===== src/sv/civil_datetime_to_epoch_macros.svh =====
// Assertion macros for the RTL of the date-time converter.
// Each macro takes a label, a clock, a reset, an antecedent and a consequent.
`ifndef CIVIL_DATETIME_TO_EPOCH_MACROS_SVH
`define CIVIL_DATETIME_TO_EPOCH_MACROS_SVH

`ifndef SYNTHESIS
// Same-cycle implication.
`define CDTE_ASSERT_IMP(label, clk_s, rst_s, ante, cons) \
  label: assert property (@(posedge clk_s) disable iff (rst_s) (ante) |-> (cons)) \
    else $error("cdte: implication check failed");
// Next-cycle implication.
`define CDTE_ASSERT_NXT(label, clk_s, rst_s, ante, cons) \
  label: assert property (@(posedge clk_s) disable iff (rst_s) (ante) |=> (cons)) \
    else $error("cdte: next-cycle check failed");
`else
`define CDTE_ASSERT_IMP(label, clk_s, rst_s, ante, cons)
`define CDTE_ASSERT_NXT(label, clk_s, rst_s, ante, cons)
`endif

`endif


===== src/sv/cdte_pkg.sv =====
`default_nettype none

package cdte_pkg;

  // Field widths of the input and result transactions.
  localparam int YearW    = 16;
  localparam int MonthW   = 4;
  localparam int DayW     = 5;
  localparam int HourW    = 5;
  localparam int MinuteW  = 6;
  localparam int SecondW  = 6;
  localparam int NsW      = 30;
  localparam int OffsetW  = 18;
  localparam int DaysW    = 25;
  localparam int WdayW    = 3;
  localparam int YdayW    = 9;
  localparam int EpochNsW = 64;

  // Range limits of the month and time-of-day fields.
  localparam logic [MonthW-1:0]  MonthMax  = 4'd12;
  localparam logic [HourW-1:0]   HourMax   = 5'd23;
  localparam logic [MinuteW-1:0] MinSecMax = 6'd59;
  localparam logic [NsW-1:0]     NsMax     = 30'd1000000000;

  // Calendar constants.
  localparam int DaysPerEra   = 146097;
  localparam int EpochShift   = 719468;
  localparam int YearsPerEra  = 400;
  localparam int DaysPerYear  = 365;
  localparam int SecPerDay    = 60 * 60 * 24;
  localparam int NsPerSec     = 1000000000;

  // The shifted year is biased by whole eras so that it is never negative.
  localparam int EraBias      = 83;
  localparam int YearBias     = EraBias * YearsPerEra;
  localparam int ZBias        = EraBias * DaysPerEra + EpochShift;

  // floor(x / 25) for x below 4123 is (x * 5243) >> 17.
  localparam logic [12:0] Recip25      = 13'd5243;
  localparam int          Recip25Shift = 17;

  // Day count bias for the weekday: a multiple of 7 plus the Thursday offset.
  localparam int WdayBias = 7 * 2000000 + 4;

  // Day of the March-based year on which a month starts: (153 * mp + 2) / 5.
  function automatic logic [8:0] month_base(input logic [MonthW-1:0] m);
    logic [8:0] b;
    case (m)
      4'd3:    b = 9'd0;
      4'd4:    b = 9'd31;
      4'd5:    b = 9'd61;
      4'd6:    b = 9'd92;
      4'd7:    b = 9'd122;
      4'd8:    b = 9'd153;
      4'd9:    b = 9'd184;
      4'd10:   b = 9'd214;
      4'd11:   b = 9'd245;
      4'd12:   b = 9'd275;
      4'd1:    b = 9'd306;
      4'd2:    b = 9'd337;
      default: b = 9'd0;
    endcase
    return b;
  endfunction

  // Remainder by 7 of a 25-bit value: octal digits sum to the same residue.
  function automatic logic [2:0] mod7_25(input logic [24:0] v);
    logic [5:0] s;
    logic [3:0] t;
    logic [3:0] r;
    s = 6'(v[2:0]) + 6'(v[5:3]) + 6'(v[8:6]) + 6'(v[11:9]) + 6'(v[14:12]) +
        6'(v[17:15]) + 6'(v[20:18]) + 6'(v[23:21]) + 6'(v[24]);
    t = 4'(s[5:3]) + 4'(s[2:0]);
    if (t >= 4'd14) begin
      r = t - 4'd14;
    end else if (t >= 4'd7) begin
      r = t - 4'd7;
    end else begin
      r = t;
    end
    return r[2:0];
  endfunction

endpackage

`default_nettype wire


===== src/sv/cdte_in_if.sv =====
`default_nettype none

// Civil date-time transaction channel.
interface cdte_in_if;
  import cdte_pkg::*;

  logic                       valid;
  logic                       ready;
  logic signed [YearW-1:0]    year;
  logic        [MonthW-1:0]   month_num;
  logic        [DayW-1:0]     day_num;
  logic        [HourW-1:0]    hour_num;
  logic        [MinuteW-1:0]  minute_num;
  logic        [SecondW-1:0]  second_num;
  logic        [NsW-1:0]      nanosecond_num;
  logic signed [OffsetW-1:0]  utc_offset;

  modport source (
    output valid, year, month_num, day_num, hour_num, minute_num, second_num,
           nanosecond_num, utc_offset,
    input  ready
  );

  modport sink (
    input  valid, year, month_num, day_num, hour_num, minute_num, second_num,
           nanosecond_num, utc_offset,
    output ready
  );
endinterface

`default_nettype wire


===== src/sv/cdte_out_if.sv =====
`default_nettype none

// Epoch result transaction channel.
interface cdte_out_if;
  import cdte_pkg::*;

  logic                        valid;
  logic                        ready;
  logic                        fields_ok;
  logic                        day_ok;
  logic signed [DaysW-1:0]     epoch_days;
  logic        [WdayW-1:0]     weekday;
  logic        [YdayW-1:0]     year_day;
  logic signed [EpochNsW-1:0]  epoch_ns;
  logic                        overflow;

  modport source (
    output valid, fields_ok, day_ok, epoch_days, weekday, year_day,
           epoch_ns, overflow,
    input  ready
  );

  modport sink (
    input  valid, fields_ok, day_ok, epoch_days, weekday, year_day,
           epoch_ns, overflow,
    output ready
  );
endinterface

`default_nettype wire


===== src/sv/civil_datetime_to_epoch.sv =====
// Channel  Modport             Carries
// civil    cdte_in_if.sink     date, time of day, nanoseconds, UTC offset
// epoch    cdte_out_if.source  validity flags, day count, weekday, day of year, ns
//
// Seven register stages; one transaction enters per cycle unless every stage
// is full and the result side stalls. The clock rate is set by the slowest
// stage, the 43-bit by 30-bit second to nanosecond product, which is split
// into two partial products summed in the next stage. Reset clears only the
// stage valid bits. A stage holds while the one after it is full and stalled,
// so empty stages still fill up.
`default_nettype none
`include "civil_datetime_to_epoch_macros.svh"

module civil_datetime_to_epoch (
  input  wire         clk,
  input  wire         rst,
  cdte_in_if.sink     civil,
  cdte_out_if.source  epoch
);
  import cdte_pkg::*;

  localparam int NumStages = 7;

  logic [NumStages-1:0] vld;
  logic [NumStages-1:0] en;

  // Stage 0 registers.
  logic                fok_s0, dok_s0;
  logic [16:0]         yp_s0;
  logic signed [9:0]   doy_s0;
  logic signed [19:0]  tods_s0;
  logic [NsW-1:0]      nsec_s0;

  // Stage 1 registers.
  logic                fok_s1, dok_s1;
  logic [16:0]         yp_s1;
  logic [7:0]          era_s1;
  logic signed [9:0]   doy_s1;
  logic signed [19:0]  tods_s1;
  logic [NsW-1:0]      nsec_s1;

  // Stage 2 registers.
  logic                fok_s2, dok_s2;
  logic [8:0]          yoe_s2;
  logic [24:0]         erad_s2;
  logic signed [9:0]   doy_s2;
  logic signed [19:0]  tods_s2;
  logic [NsW-1:0]      nsec_s2;

  // Stage 3 registers.
  logic                fok_s3, dok_s3;
  logic signed [24:0]  z_s3;
  logic [YdayW-1:0]    dy_s3;
  logic signed [19:0]  tods_s3;
  logic [NsW-1:0]      nsec_s3;

  // Stage 4 registers.
  logic                fok_s4, dok_s4;
  logic signed [24:0]  z_s4;
  logic [YdayW-1:0]    dy_s4;
  logic [WdayW-1:0]    wd_s4;
  logic signed [42:0]  secs_s4;
  logic [NsW-1:0]      nsec_s4;

  // Stage 5 registers.
  logic                fok_s5, dok_s5;
  logic signed [24:0]  z_s5;
  logic [YdayW-1:0]    dy_s5;
  logic [WdayW-1:0]    wd_s5;
  logic signed [50:0]  phi_s5;
  logic [51:0]         plo_s5;
  logic [NsW-1:0]      nsec_s5;

  // Output registers.
  logic                     fok_o, dok_o, ovf_o;
  logic signed [DaysW-1:0]  days_o;
  logic [WdayW-1:0]         wd_o;
  logic [YdayW-1:0]         dy_o;
  logic [EpochNsW-1:0]      ens_o;

  // Combinational values between stages.
  logic                mon_le2;
  logic [17:0]         yb_c;
  logic [17:0]         tod_c;
  logic signed [19:0]  tods_c;
  logic signed [9:0]   doy_c;
  logic                fok_c;
  logic [25:0]         qprod_c;
  logic [8:0]          yoe_c;
  logic [24:0]         erad_c;
  logic [1:0]          c100_c;
  logic [17:0]         doe_u_c;
  logic signed [18:0]  doe_c;
  logic signed [25:0]  z_c;
  logic                leap_c;
  logic signed [9:0]   dsum_c;
  logic signed [41:0]  zsec_c;
  logic signed [42:0]  secs_c;
  logic [25:0]         zp_c;
  logic signed [50:0]  phi_c;
  logic [51:0]         plo_c;
  logic signed [73:0]  sum_c;
  logic                ovf_c;

  // A stage may load when it is empty or when the stage after it moves on.
  always_comb begin
    en[NumStages-1] = !vld[NumStages-1] || epoch.ready;
    for (int i = NumStages - 2; i >= 0; i--) begin
      en[i] = !vld[i] || en[i+1];
    end
  end

  assign civil.ready = en[0];

  // Valid bits travel with the data.
  always_ff @(posedge clk) begin
    if (rst) begin
      vld <= '0;
    end else begin
      if (en[0]) vld[0] <= civil.valid;
      for (int i = 1; i < NumStages; i++) begin
        if (en[i]) vld[i] <= vld[i-1];
      end
    end
  end

  // Stage 0: range checks, March-based year with era bias, day of the
  // March-based year and the local time of day as seconds less the offset.
  always_comb begin
    mon_le2 = civil.month_num <= 4'd2;
    yb_c    = {{2{civil.year[15]}}, civil.year} + 18'(YearBias) - {17'b0, mon_le2};
    doy_c   = $signed({1'b0, month_base(civil.month_num)}) +
              $signed({5'b0, civil.day_num}) - 10'sd1;
    tod_c   = 18'(civil.hour_num) * 18'd3600 + 18'(civil.minute_num) * 18'd60 +
              18'(civil.second_num);
    tods_c  = $signed({2'b0, tod_c}) - 20'(civil.utc_offset);
    fok_c   = civil.month_num != '0 && civil.month_num <= MonthMax &&
              civil.hour_num <= HourMax && civil.minute_num <= MinSecMax &&
              civil.second_num <= MinSecMax && civil.nanosecond_num <= NsMax;
  end

  always_ff @(posedge clk) begin
    if (en[0]) begin
      fok_s0  <= fok_c;
      dok_s0  <= civil.day_num != '0;
      yp_s0   <= yb_c[16:0];
      doy_s0  <= doy_c;
      tods_s0 <= tods_c;
      nsec_s0 <= civil.nanosecond_num;
    end
  end

  // Stage 1: biased era as floor(year / 400) = floor((year >> 4) / 25).
  assign qprod_c = yp_s0[16:4] * Recip25;

  always_ff @(posedge clk) begin
    if (en[1]) begin
      fok_s1  <= fok_s0;
      dok_s1  <= dok_s0;
      yp_s1   <= yp_s0;
      era_s1  <= qprod_c[Recip25Shift +: 8];
      doy_s1  <= doy_s0;
      tods_s1 <= tods_s0;
      nsec_s1 <= nsec_s0;
    end
  end

  // Stage 2: year of era and the day count of the whole eras.
  assign yoe_c  = 9'(yp_s1 - 17'(era_s1 * 17'(YearsPerEra)));
  assign erad_c = 25'(era_s1) * 25'(DaysPerEra);

  always_ff @(posedge clk) begin
    if (en[2]) begin
      fok_s2  <= fok_s1;
      dok_s2  <= dok_s1;
      yoe_s2  <= yoe_c;
      erad_s2 <= erad_c;
      doy_s2  <= doy_s1;
      tods_s2 <= tods_s1;
      nsec_s2 <= nsec_s1;
    end
  end

  // Stage 3: day of era, days since the epoch, leap year and day of year.
  always_comb begin
    if (yoe_s2 >= 9'd300) begin
      c100_c = 2'd3;
    end else if (yoe_s2 >= 9'd200) begin
      c100_c = 2'd2;
    end else if (yoe_s2 >= 9'd100) begin
      c100_c = 2'd1;
    end else begin
      c100_c = 2'd0;
    end
    doe_u_c = 18'(yoe_s2) * 18'(DaysPerYear) + 18'(yoe_s2[8:2]) - 18'(c100_c);
    doe_c   = $signed({1'b0, doe_u_c}) + 19'(doy_s2);
    z_c     = $signed({1'b0, erad_s2}) + 26'(doe_c) - 26'(ZBias);
    // The era is a multiple of 400 years, so the leap rule can use the
    // year of era alone; a century year is a leap year only at era start.
    leap_c  = yoe_s2[1:0] == 2'b00 &&
              !(yoe_s2 == 9'd100 || yoe_s2 == 9'd200 || yoe_s2 == 9'd300);
    // January and February close the March-based year.
    if (doy_s2 > 10'sd305) begin
      dsum_c = doy_s2 - 10'sd306;
    end else begin
      dsum_c = doy_s2 + 10'sd59 + $signed({9'b0, leap_c});
    end
  end

  always_ff @(posedge clk) begin
    if (en[3]) begin
      fok_s3  <= fok_s2;
      dok_s3  <= dok_s2;
      z_s3    <= z_c[24:0];
      dy_s3   <= dsum_c[8:0];
      tods_s3 <= tods_s2;
      nsec_s3 <= nsec_s2;
    end
  end

  // Stage 4: seconds since the epoch at UTC and the weekday.
  always_comb begin
    zsec_c = z_s3 * $signed(18'(SecPerDay));
    secs_c = 43'(zsec_c) + 43'(tods_s3);
    zp_c   = 26'(z_s3) + 26'(WdayBias);
  end

  always_ff @(posedge clk) begin
    if (en[4]) begin
      fok_s4  <= fok_s3;
      dok_s4  <= dok_s3;
      z_s4    <= z_s3;
      dy_s4   <= dy_s3;
      wd_s4   <= mod7_25(zp_c[24:0]);
      secs_s4 <= secs_c;
      nsec_s4 <= nsec_s3;
    end
  end

  // Stage 5: seconds times one billion as two partial products.
  assign plo_c = 52'(secs_s4[21:0]) * 52'(NsPerSec);
  assign phi_c = $signed(secs_s4[42:22]) * $signed(31'(NsPerSec));

  always_ff @(posedge clk) begin
    if (en[5]) begin
      fok_s5  <= fok_s4;
      dok_s5  <= dok_s4;
      z_s5    <= z_s4;
      dy_s5   <= dy_s4;
      wd_s5   <= wd_s4;
      phi_s5  <= phi_c;
      plo_s5  <= plo_c;
      nsec_s5 <= nsec_s4;
    end
  end

  // Stage 6: exact nanosecond sum; overflow when the top bits are not
  // all copies of the 64-bit sign bit. Results are zero for bad fields.
  always_comb begin
    sum_c = (74'(phi_s5) <<< 22) + $signed({22'b0, plo_s5}) +
            $signed({44'b0, nsec_s5});
    ovf_c = !(&sum_c[73:63] || ~|sum_c[73:63]);
  end

  always_ff @(posedge clk) begin
    if (en[6]) begin
      fok_o <= fok_s5;
      dok_o <= dok_s5;
      if (fok_s5) begin
        days_o <= z_s5;
        wd_o   <= wd_s5;
        dy_o   <= dy_s5;
        ens_o  <= sum_c[63:0];
        ovf_o  <= ovf_c;
      end else begin
        days_o <= '0;
        wd_o   <= '0;
        dy_o   <= '0;
        ens_o  <= '0;
        ovf_o  <= 1'b0;
      end
    end
  end

  assign epoch.valid      = vld[NumStages-1];
  assign epoch.fields_ok  = fok_o;
  assign epoch.day_ok     = dok_o;
  assign epoch.epoch_days = days_o;
  assign epoch.weekday    = wd_o;
  assign epoch.year_day   = dy_o;
  assign epoch.epoch_ns   = ens_o;
  assign epoch.overflow   = ovf_o;

  // An accepted transaction always lands in the first stage.
  `CDTE_ASSERT_NXT(a_accept_enters, clk, rst, civil.valid && civil.ready, vld[0])
  // Time results of a transaction with bad fields are cleared.
  `CDTE_ASSERT_IMP(a_bad_fields_ns, clk, rst, vld[6] && !fok_o, {ens_o, ovf_o} == '0)
  // Calendar results of a transaction with bad fields are cleared.
  `CDTE_ASSERT_IMP(a_bad_fields_days, clk, rst, vld[6] && !fok_o, {days_o, wd_o, dy_o} == '0)
  // Weekday and day of year stay inside their calendar ranges.
  `CDTE_ASSERT_IMP(a_calendar_range, clk, rst, epoch.valid, wd_o <= 3'd6 && dy_o <= 9'd365)
  // A full stage that cannot move keeps its transaction.
  `CDTE_ASSERT_NXT(a_stage_holds, clk, rst, vld[5] && !en[5], vld[5])

endmodule

`default_nettype wire


===== src/flat_wrapper.sv =====
// flat-port wrapper written by rule: the top's interface ports become plain ports
module civil_datetime_to_epoch_flat import cdte_pkg::*;
  (clk, rst, civil_valid, civil_year, civil_month_num, civil_day_num, civil_hour_num, civil_minute_num, civil_second_num, civil_nanosecond_num, civil_utc_offset, civil_ready, epoch_valid, epoch_fields_ok, epoch_day_ok, epoch_epoch_days, epoch_weekday, epoch_year_day, epoch_epoch_ns, epoch_overflow, epoch_ready);
  cdte_in_if civil_i ();
  cdte_out_if epoch_i ();
  input  wire clk;
  input  wire rst;
  input wire logic [$bits(civil_i.valid)-1:0] civil_valid;
  input wire logic [$bits(civil_i.year)-1:0] civil_year;
  input wire logic [$bits(civil_i.month_num)-1:0] civil_month_num;
  input wire logic [$bits(civil_i.day_num)-1:0] civil_day_num;
  input wire logic [$bits(civil_i.hour_num)-1:0] civil_hour_num;
  input wire logic [$bits(civil_i.minute_num)-1:0] civil_minute_num;
  input wire logic [$bits(civil_i.second_num)-1:0] civil_second_num;
  input wire logic [$bits(civil_i.nanosecond_num)-1:0] civil_nanosecond_num;
  input wire logic [$bits(civil_i.utc_offset)-1:0] civil_utc_offset;
  output wire logic [$bits(civil_i.ready)-1:0] civil_ready;
  output wire logic [$bits(epoch_i.valid)-1:0] epoch_valid;
  output wire logic [$bits(epoch_i.fields_ok)-1:0] epoch_fields_ok;
  output wire logic [$bits(epoch_i.day_ok)-1:0] epoch_day_ok;
  output wire logic [$bits(epoch_i.epoch_days)-1:0] epoch_epoch_days;
  output wire logic [$bits(epoch_i.weekday)-1:0] epoch_weekday;
  output wire logic [$bits(epoch_i.year_day)-1:0] epoch_year_day;
  output wire logic [$bits(epoch_i.epoch_ns)-1:0] epoch_epoch_ns;
  output wire logic [$bits(epoch_i.overflow)-1:0] epoch_overflow;
  input wire logic [$bits(epoch_i.ready)-1:0] epoch_ready;
  assign civil_i.valid = civil_valid;
  assign civil_i.year = civil_year;
  assign civil_i.month_num = civil_month_num;
  assign civil_i.day_num = civil_day_num;
  assign civil_i.hour_num = civil_hour_num;
  assign civil_i.minute_num = civil_minute_num;
  assign civil_i.second_num = civil_second_num;
  assign civil_i.nanosecond_num = civil_nanosecond_num;
  assign civil_i.utc_offset = civil_utc_offset;
  assign civil_ready = civil_i.ready;
  assign epoch_valid = epoch_i.valid;
  assign epoch_fields_ok = epoch_i.fields_ok;
  assign epoch_day_ok = epoch_i.day_ok;
  assign epoch_epoch_days = epoch_i.epoch_days;
  assign epoch_weekday = epoch_i.weekday;
  assign epoch_year_day = epoch_i.year_day;
  assign epoch_epoch_ns = epoch_i.epoch_ns;
  assign epoch_overflow = epoch_i.overflow;
  assign epoch_i.ready = epoch_ready;
  civil_datetime_to_epoch u_core (.clk(clk), .rst(rst), .civil(civil_i), .epoch(epoch_i));
endmodule

===== config.mk =====
export PLATFORM = sky130hd
export DESIGN_NAME = civil_datetime_to_epoch_flat
export DESIGN_NICKNAME = d
export VERILOG_FILES = /design/src/sv/cdte_pkg.sv /design/src/sv/cdte_in_if.sv /design/src/sv/cdte_out_if.sv /design/src/sv/civil_datetime_to_epoch.sv /design/src/flat_wrapper.sv
export VERILOG_INCLUDE_DIRS = /design/src /design/src/sv
export SDC_FILE = /design/constraint.sdc
export NUM_CORES = 2
export LEC_CHECK = 0
export BUFFER_PORTS_ARGS = -buffer_cell sky130_fd_sc_hd__buf_2
export CAP_MARGIN = 20
export CORE_MARGIN = 2
export CORE_UTILIZATION = 58
export DETAILED_ROUTE_END_ITERATION = 8
export PLACE_DENSITY = 0.78
export REMOVE_ABC_BUFFERS = 1
export SLEW_MARGIN = 20
export SYNTH_ARGS = -nofsm -noshare
export SYNTH_HDL_FRONTEND = slang
export SYNTH_SLANG_ARGS = --single-unit

===== constraint.sdc =====
create_clock -name clk -period 7.5 [get_ports clk]
set_input_delay 0.75 -clock clk [delete_from_list [all_inputs] [get_ports clk]]
set_output_delay 0.75 -clock clk [all_outputs]
set_load 0.005 [all_outputs]

# Word-level counts from Yosys, hierarchy flattened
# Memory sizes are Yosys's and may differ from the RTL's.
# Index checks and enable logic that the tools add are counted.
# word_totals
reg_bits	717
romBits	144
inputBits	94
output_inout_bits	106
wordCells	148
n_memories	1
# mem_list
memory	depth	width	read_ports	rd_ports_with_merged_regs	write_ports	line_no	rtl
(no name shown)	16	9	1	0	0	cdte_pkg.sv:48	case (m)
# classes
addsub	31
n_mul	9
order_cmp	12
n_eq_ne	3
mux	6
reduce_logical	31
# ops
cell	n
adder 73 x 53 -> 74 bit	1
adder 74 x 31 -> 74 bit	1
adder 42 x 20 -> 43 bit	1
multiplier 22 x 21 -> 43 bit (second input constant)	1
multiplier 21 x 22 -> 42 bit (second input constant)	1
adder 6 x 3 -> 6 bit	6
multiplier 25 x 11 -> 35 bit (second input constant)	1
less-or-equal comparator 30 bit (second input constant)	1
adder 25 x 19 -> 25 bit	1
adder 25 bit (second input constant)	1
multiplier 13 x 13 -> 25 bit (second input constant)	1
multiplier 8 x 18 -> 25 bit (second input constant)	1
subtractor 25 bit (second input constant)	1
subtractor 19 x 18 -> 20 bit	1
adder 19 x 10 -> 19 bit	1
adder 17 x 12 -> 18 bit	1
adder 18 x 6 -> 18 bit	1
adder 18 x 7 -> 18 bit	1
multiplier 9 x 9 -> 18 bit (second input constant)	1
subtractor 18 x 2 -> 18 bit	1
adder 16 x 17 -> 17 bit (second input constant)	1
subtractor 17 x 1 -> 17 bit	1
multiplier 5 x 8 -> 13 bit (second input constant)	1
less-or-equal comparator 6 bit (second input constant)	2
other kinds (35)	62

# Longest topological paths before layout
# depth
word_depth	13
mapped_depth	46
depth_no_buf	46

# Worst setup path after synthesis
# No wires, ideal clock.
# synth_path
kind	reg2reg
startpoint	register u_core.yoe_s2[4]
endpoint	register u_core.z_s3[24] (data pin)
setup_ns	0.264
arrival_time_ns	7.885
t_required_ns	7.236
path_slack_ns	-0.649
stages_incl_launch_ff	42
n_path_buf	0
synth_period_minus_slack_ns	8.149
cell_sequence	edfxtp_1 -> inv_1 -> ha_1 -> a21oi_1 -> nor2b_1 -> o21ai_0 -> nand3_1 -> nor2_1 -> ha_1 -> inv_1 -> ha_1 -> fa_1 -> fa_1 -> inv_1 -> ha_1 -> a21o_1 -> a21oi_1 -> o21ai_0 -> [... 6 more ...] -> nand3_1 -> a2111oi_0 -> nor3_1 -> xor2_1 -> ha_1 -> inv_1 -> ha_1 -> and3_1 -> and3_1 -> a21oi_1 -> o211ai_1 -> a31o_2 -> a21oi_1 -> nor2_1 -> o41a_1 -> a211o_1 -> o31ai_1 -> xnor2_1
# synth_between
elab_chain_cells	8
word_cells_on_any_way	12
cone_classes	add/sub: 5; mul: 1; order compare: 3; mux: 3
# synth_lines
element	line_no	rtl
start: declaration	civil_datetime_to_epoch.sv:44	logic [8:0] yoe_s2;
start signal: assignment	civil_datetime_to_epoch.sv:176	yoe_s2 <= yoe_c;
branches (longest 4 deep; another with multiplier 9 x 9 -> 18 bit)	n/a	
subtractor 18 x 2 -> 18 bit (*)	civil_datetime_to_epoch.sv:195	doe_u_c = 18'(yoe_s2) * 18'(DaysPerYear) + 18'(yoe_s2[8:2]) - 18'(c100_c);
adder 19 x 10 -> 19 bit (*)	civil_datetime_to_epoch.sv:196	doe_c = $signed({1'b0, doe_u_c}) + 19'(doy_s2);
adder 25 x 19 -> 25 bit (*)	civil_datetime_to_epoch.sv:197	z_c = $signed({1'b0, erad_s2}) + 26'(doe_c) - 26'(ZBias);
subtractor 25 bit (*)	civil_datetime_to_epoch.sv:197	
via u_core.z_c[24]	civil_datetime_to_epoch.sv:94	logic signed [25:0] z_c;
end signal: assignment	civil_datetime_to_epoch.sv:214	z_s3 <= z_c[24:0];
end: declaration	civil_datetime_to_epoch.sv:52	logic signed [24:0] z_s3;
# Mark *: on every way through the listed nets, which the timed path passes.
# A chain may end at the register's enable or synchronous reset.

# Worst setup path after layout
# layout_path
startpoint	register u_core.yoe_s2[5]
endpoint	register u_core.z_s3[24] (data pin)
# The elaborated chain is that of the path after synthesis.

==> results.yml <==
cts:
  clk-insertion-delay-late_ns: 0.68
  cts_num_sinks: 717
  tritoncts_buffers: 78
  clk_pin_slew_ns: 0.06
  cts_max_path_buffers: 3
  cts-root-buf: "sky130_fd_sc_hd__clkbuf_16"
  h-tree-depth: 3
  cts_tree: "built"
place:
  io_buffer_count: 199
  dp.cells: 7400
  hpwlAfterDp_mm: 109
  dp_worst_setup_slack_ns: -1.08
  placer_s_final_routability_congestion_estimate: 0.939
yosys:
  synthDominantCellAreaShare_pct: 33.4
  synthArstFlopShare_pct: 0
  syn_inst: 5563
  synth.avg_cell_area_sq_um: 11.5
  ys_top_cells_by_count: "sky130_fd_sc_hd__inv_1, sky130_fd_sc_hd__ha_1, sky130_fd_sc_hd__edfxtp_1"
  synthFlopType: "sky130_fd_sc_hd__edfxtp_1"
  yosys_register_bits: 717
  yosys_warning_total: 0
  synth_area_sq_um: 63900
  synth_top_area_cell: "sky130_fd_sc_hd__edfxtp_1"
  synthMostInstantiatedCell: "sky130_fd_sc_hd__inv_1"
  synth_edf_count: 710
  share_of_the_yosys_chip_area_belonging_to_registers_pct: 33.6
  synth_area_leaders: "sky130_fd_sc_hd__edfxtp_1, sky130_fd_sc_hd__ha_1, sky130_fd_sc_hd__fa_1"
  synth_cell_types: 79
hold_path:
  worst_min_path_class: "in2reg"
  min-delay-start: "civil_nanosecond_num[1]"
  hold-path-endpoint: "u_core.nsec_s0[1]$_DFFE_PP_"
  worst_hold_path.num_cells: 1
critical_path:
  endpoint_kind: "flip-flop"
  ff2ff_setup_slack_ns: -0.50
  r2r-end: "u_core.z_s3[24]$_DFFE_PP_"
  worst_reg2reg_path_startpoint: "u_core.yoe_s2[5]$_DFFE_PP_"
  crit_path_start_kind: "flip-flop"
  worst-endpoint-required_ns: 7.89
  arr_time_crit_path_ns: 8.39
  ff2ff_path_depth: 41
  crit_path_max_incr_delay_ns: 0.51
  timing_worst_setup_path_type: "reg2reg"
  critPathMaxFanout: 4
  cpMaxStageDelayCell: "sky130_fd_sc_hd__fa_1"
route:
  initialDrtViolationCount: 2398
  drtPass1Iterations: 8
  detail_route.wirelength_mm: 136
  drc: 0
  drt-vias-per-instance: 5.40
  ant_nets: 0
  avgRoutedWirePerCell_um: 18.0
  vias: 40930
floorplan:
  die_width_um: 336
  top_level_ports: 200
  core_area_sq_um: 109000
  placementRows: 121
  initial_core_util_pct: 58.6
  total_die_area_sq_um: 113000
  chipHeight_um: 336
global_route:
  global_route.usage.total_pct: 24.6
  globalRoute.totalOverflow: 0
  grt_antenna_before_repair: 8
  first_global_vias: 42535
  first_pass_grt_wire_length_mm: 220
  grt_max_degree: 105
timing:
  timing.max_slew.rel_slack_pct: 27.6
  finalHoldViolations: 0
  hold_ws_ns: 0.260
  fin_tns_setup_ns: -2.01
  setup_repair_after_global_routing_missed_its_margin: "yes"
  post_route_clock_period_utilization_pct: 107
  post-route-min-period_ns: 8.00
  clock.fmax_ghz: 0.125
  setup_ws_ns: -0.501
  tightest_slew_ns: 1.09
  timing.final.max_slew_violations: 0
  clock_skew_ns: 0.0485
  final-setup-viol-count: 7
run_status:
  violated_checks: "setup timing"
  run_status: "complete, but fails checks"
final_layout:
  nNetsFinal: 7793
  final-instance-count-excl-fill: 7581
  drive_above_1_share_pct: 11.4
  layout-area-overhead-vs-synth_pct: 12.0
run:
  drv_cap: 0
per-layer routing:
metal / GRT usage (%) / vias up / share of wire (%) / wire, um
li1: - / 19671 / - / -
met1: 32.6 / 20043 / 44 / 59700
met2: 42.3 / 982 / 49 / 66100
met3: 3.56 / 232 / 4.9 / 6680
met4: 7.04 / 2 / 2.7 / 3730
met5: 0 / - / 0.0095 / 13
how the worst max path moves through the flow:
| stage | from | endpoint | slack [ns] | cells past startpoint |
|---|---|---|---|---|
| 3_3_place_gp | u_core.yoe_s2[5]$_DFFE_PP_ | u_core.z_s3[24]$_DFFE_PP_ | -0.87 | 44 |
| 2_1_floorplan | u_core.yoe_s2[4]$_DFFE_PP_ | u_core.z_s3[24]$_DFFE_PP_ | -0.65 | 41 |
| 4_1_cts | u_core.yoe_s2[6]$_DFFE_PP_ | u_core.z_s3[24]$_DFFE_PP_ | -0.58 | 43 |
| 6_report | u_core.yoe_s2[5]$_DFFE_PP_ | u_core.z_s3[24]$_DFFE_PP_ | -0.50 | 41 |
| 3_5_place_dp | u_core.yoe_s2[5]$_DFFE_PP_ | u_core.z_s3[24]$_DFFE_PP_ | -1.08 | 38 |
| 5_1_grt | u_core.yoe_s2[2]$_DFFE_PP_ | u_core.z_s3[24]$_DFFE_PP_ | -0.86 | 44 |
flip-flops by register name, summed over array words and instances (netlist names), 30 cells and up:
signal	cells
u_core.plo_s5	43
u_core.phi_s5	42
u_core.epoch.epoch_ns	64
u_core.secs_s4	43
u_core.nsec_s4	30
u_core.nsec_s0	30
u_core.nsec_s1	30
u_core.nsec_s2	30
u_core.nsec_s3	30
u_core.nsec_s5	30
final cells by class:
class | count | area [sq um]
inverter | 1199 | 4510
timing repair buffer | 424 | 2720
fill | 8083 | 37500
clock buffer | 90 | 2000
sequential | 717 | 21500
clock inverter | 52 | 572
multi-input combinational | 3619 | 38500
tap | 1476 | 1850
antenna | 4 | 10.0
repair_timing:
item / CTS / global route
endpoints found under the setup margin: 11 / 20
resized for setup: 70 / 86
hold buffers: 0 / 0
cloned: 0 / 0
setup buffers: 13 / 22
pin swaps: 31 / 44
layout by cell type, fill, tap and decap left out, drive strengths merged, types with 90 or more instances in the layout:
| cell | instances |
|---|---|
| xor2 | 105 |
| o21ai | 145 |
| nor2 | 205 |
| ha | 1042 |
| a21o | 117 |
| a21oi | 243 |
| edfxtp | 710 |
| fa | 618 |
| clkbuf | 90 |
| nand2 | 143 |
| inv | 1204 |
| buf | 424 |
| xnor2 | 249 |
| and2 | 97 |
worst max-delay path: cells and delay by family, from the launching register on:
kind	cells	cell delay, ns
AOI/OAI and AO/OA	16	3.22
adders and majority gates	9	2.39
and+or+nand+nor	8	0.85
buffers and inverters	6	0.61
DFF	1	0.46
xor gates and xnor gates	2	0.19
cells by family (layout without fill, tap and decap cells):
logic type	after synthesis	in the layout	share of synthesized area, %
adder cells (fa/ha/maj)	1660	1660	39.7
buffers and inverters	1227	1765	7.21
AO/OA/AOI/OAI	803	803	8.18
AND/OR/NAND/NOR	792	792	6.26
flip-flops	717	717	33.6
XOR/XNOR	354	354	4.86
multiplexers	10	10	0.178
other	0	4	0
metrics by stage:
| step | util [%] | instance area, sq um |
|---|---|---|
| 2_1_floorplan | - | 63800 |
| 3_3_place_gp | 62.4 | 68100 |
| 3_5_place_dp | 62.4 | 68100 |
| 4_1_cts | 65.1 | 71000 |
| 5_1_grt | 65.6 | 71600 |
| 6_report | 65.6 | 71600 |
Power is left out: the tool's default activity adds up to more than one toggle a clock period on the data nets, which glitch-free logic cannot reach.
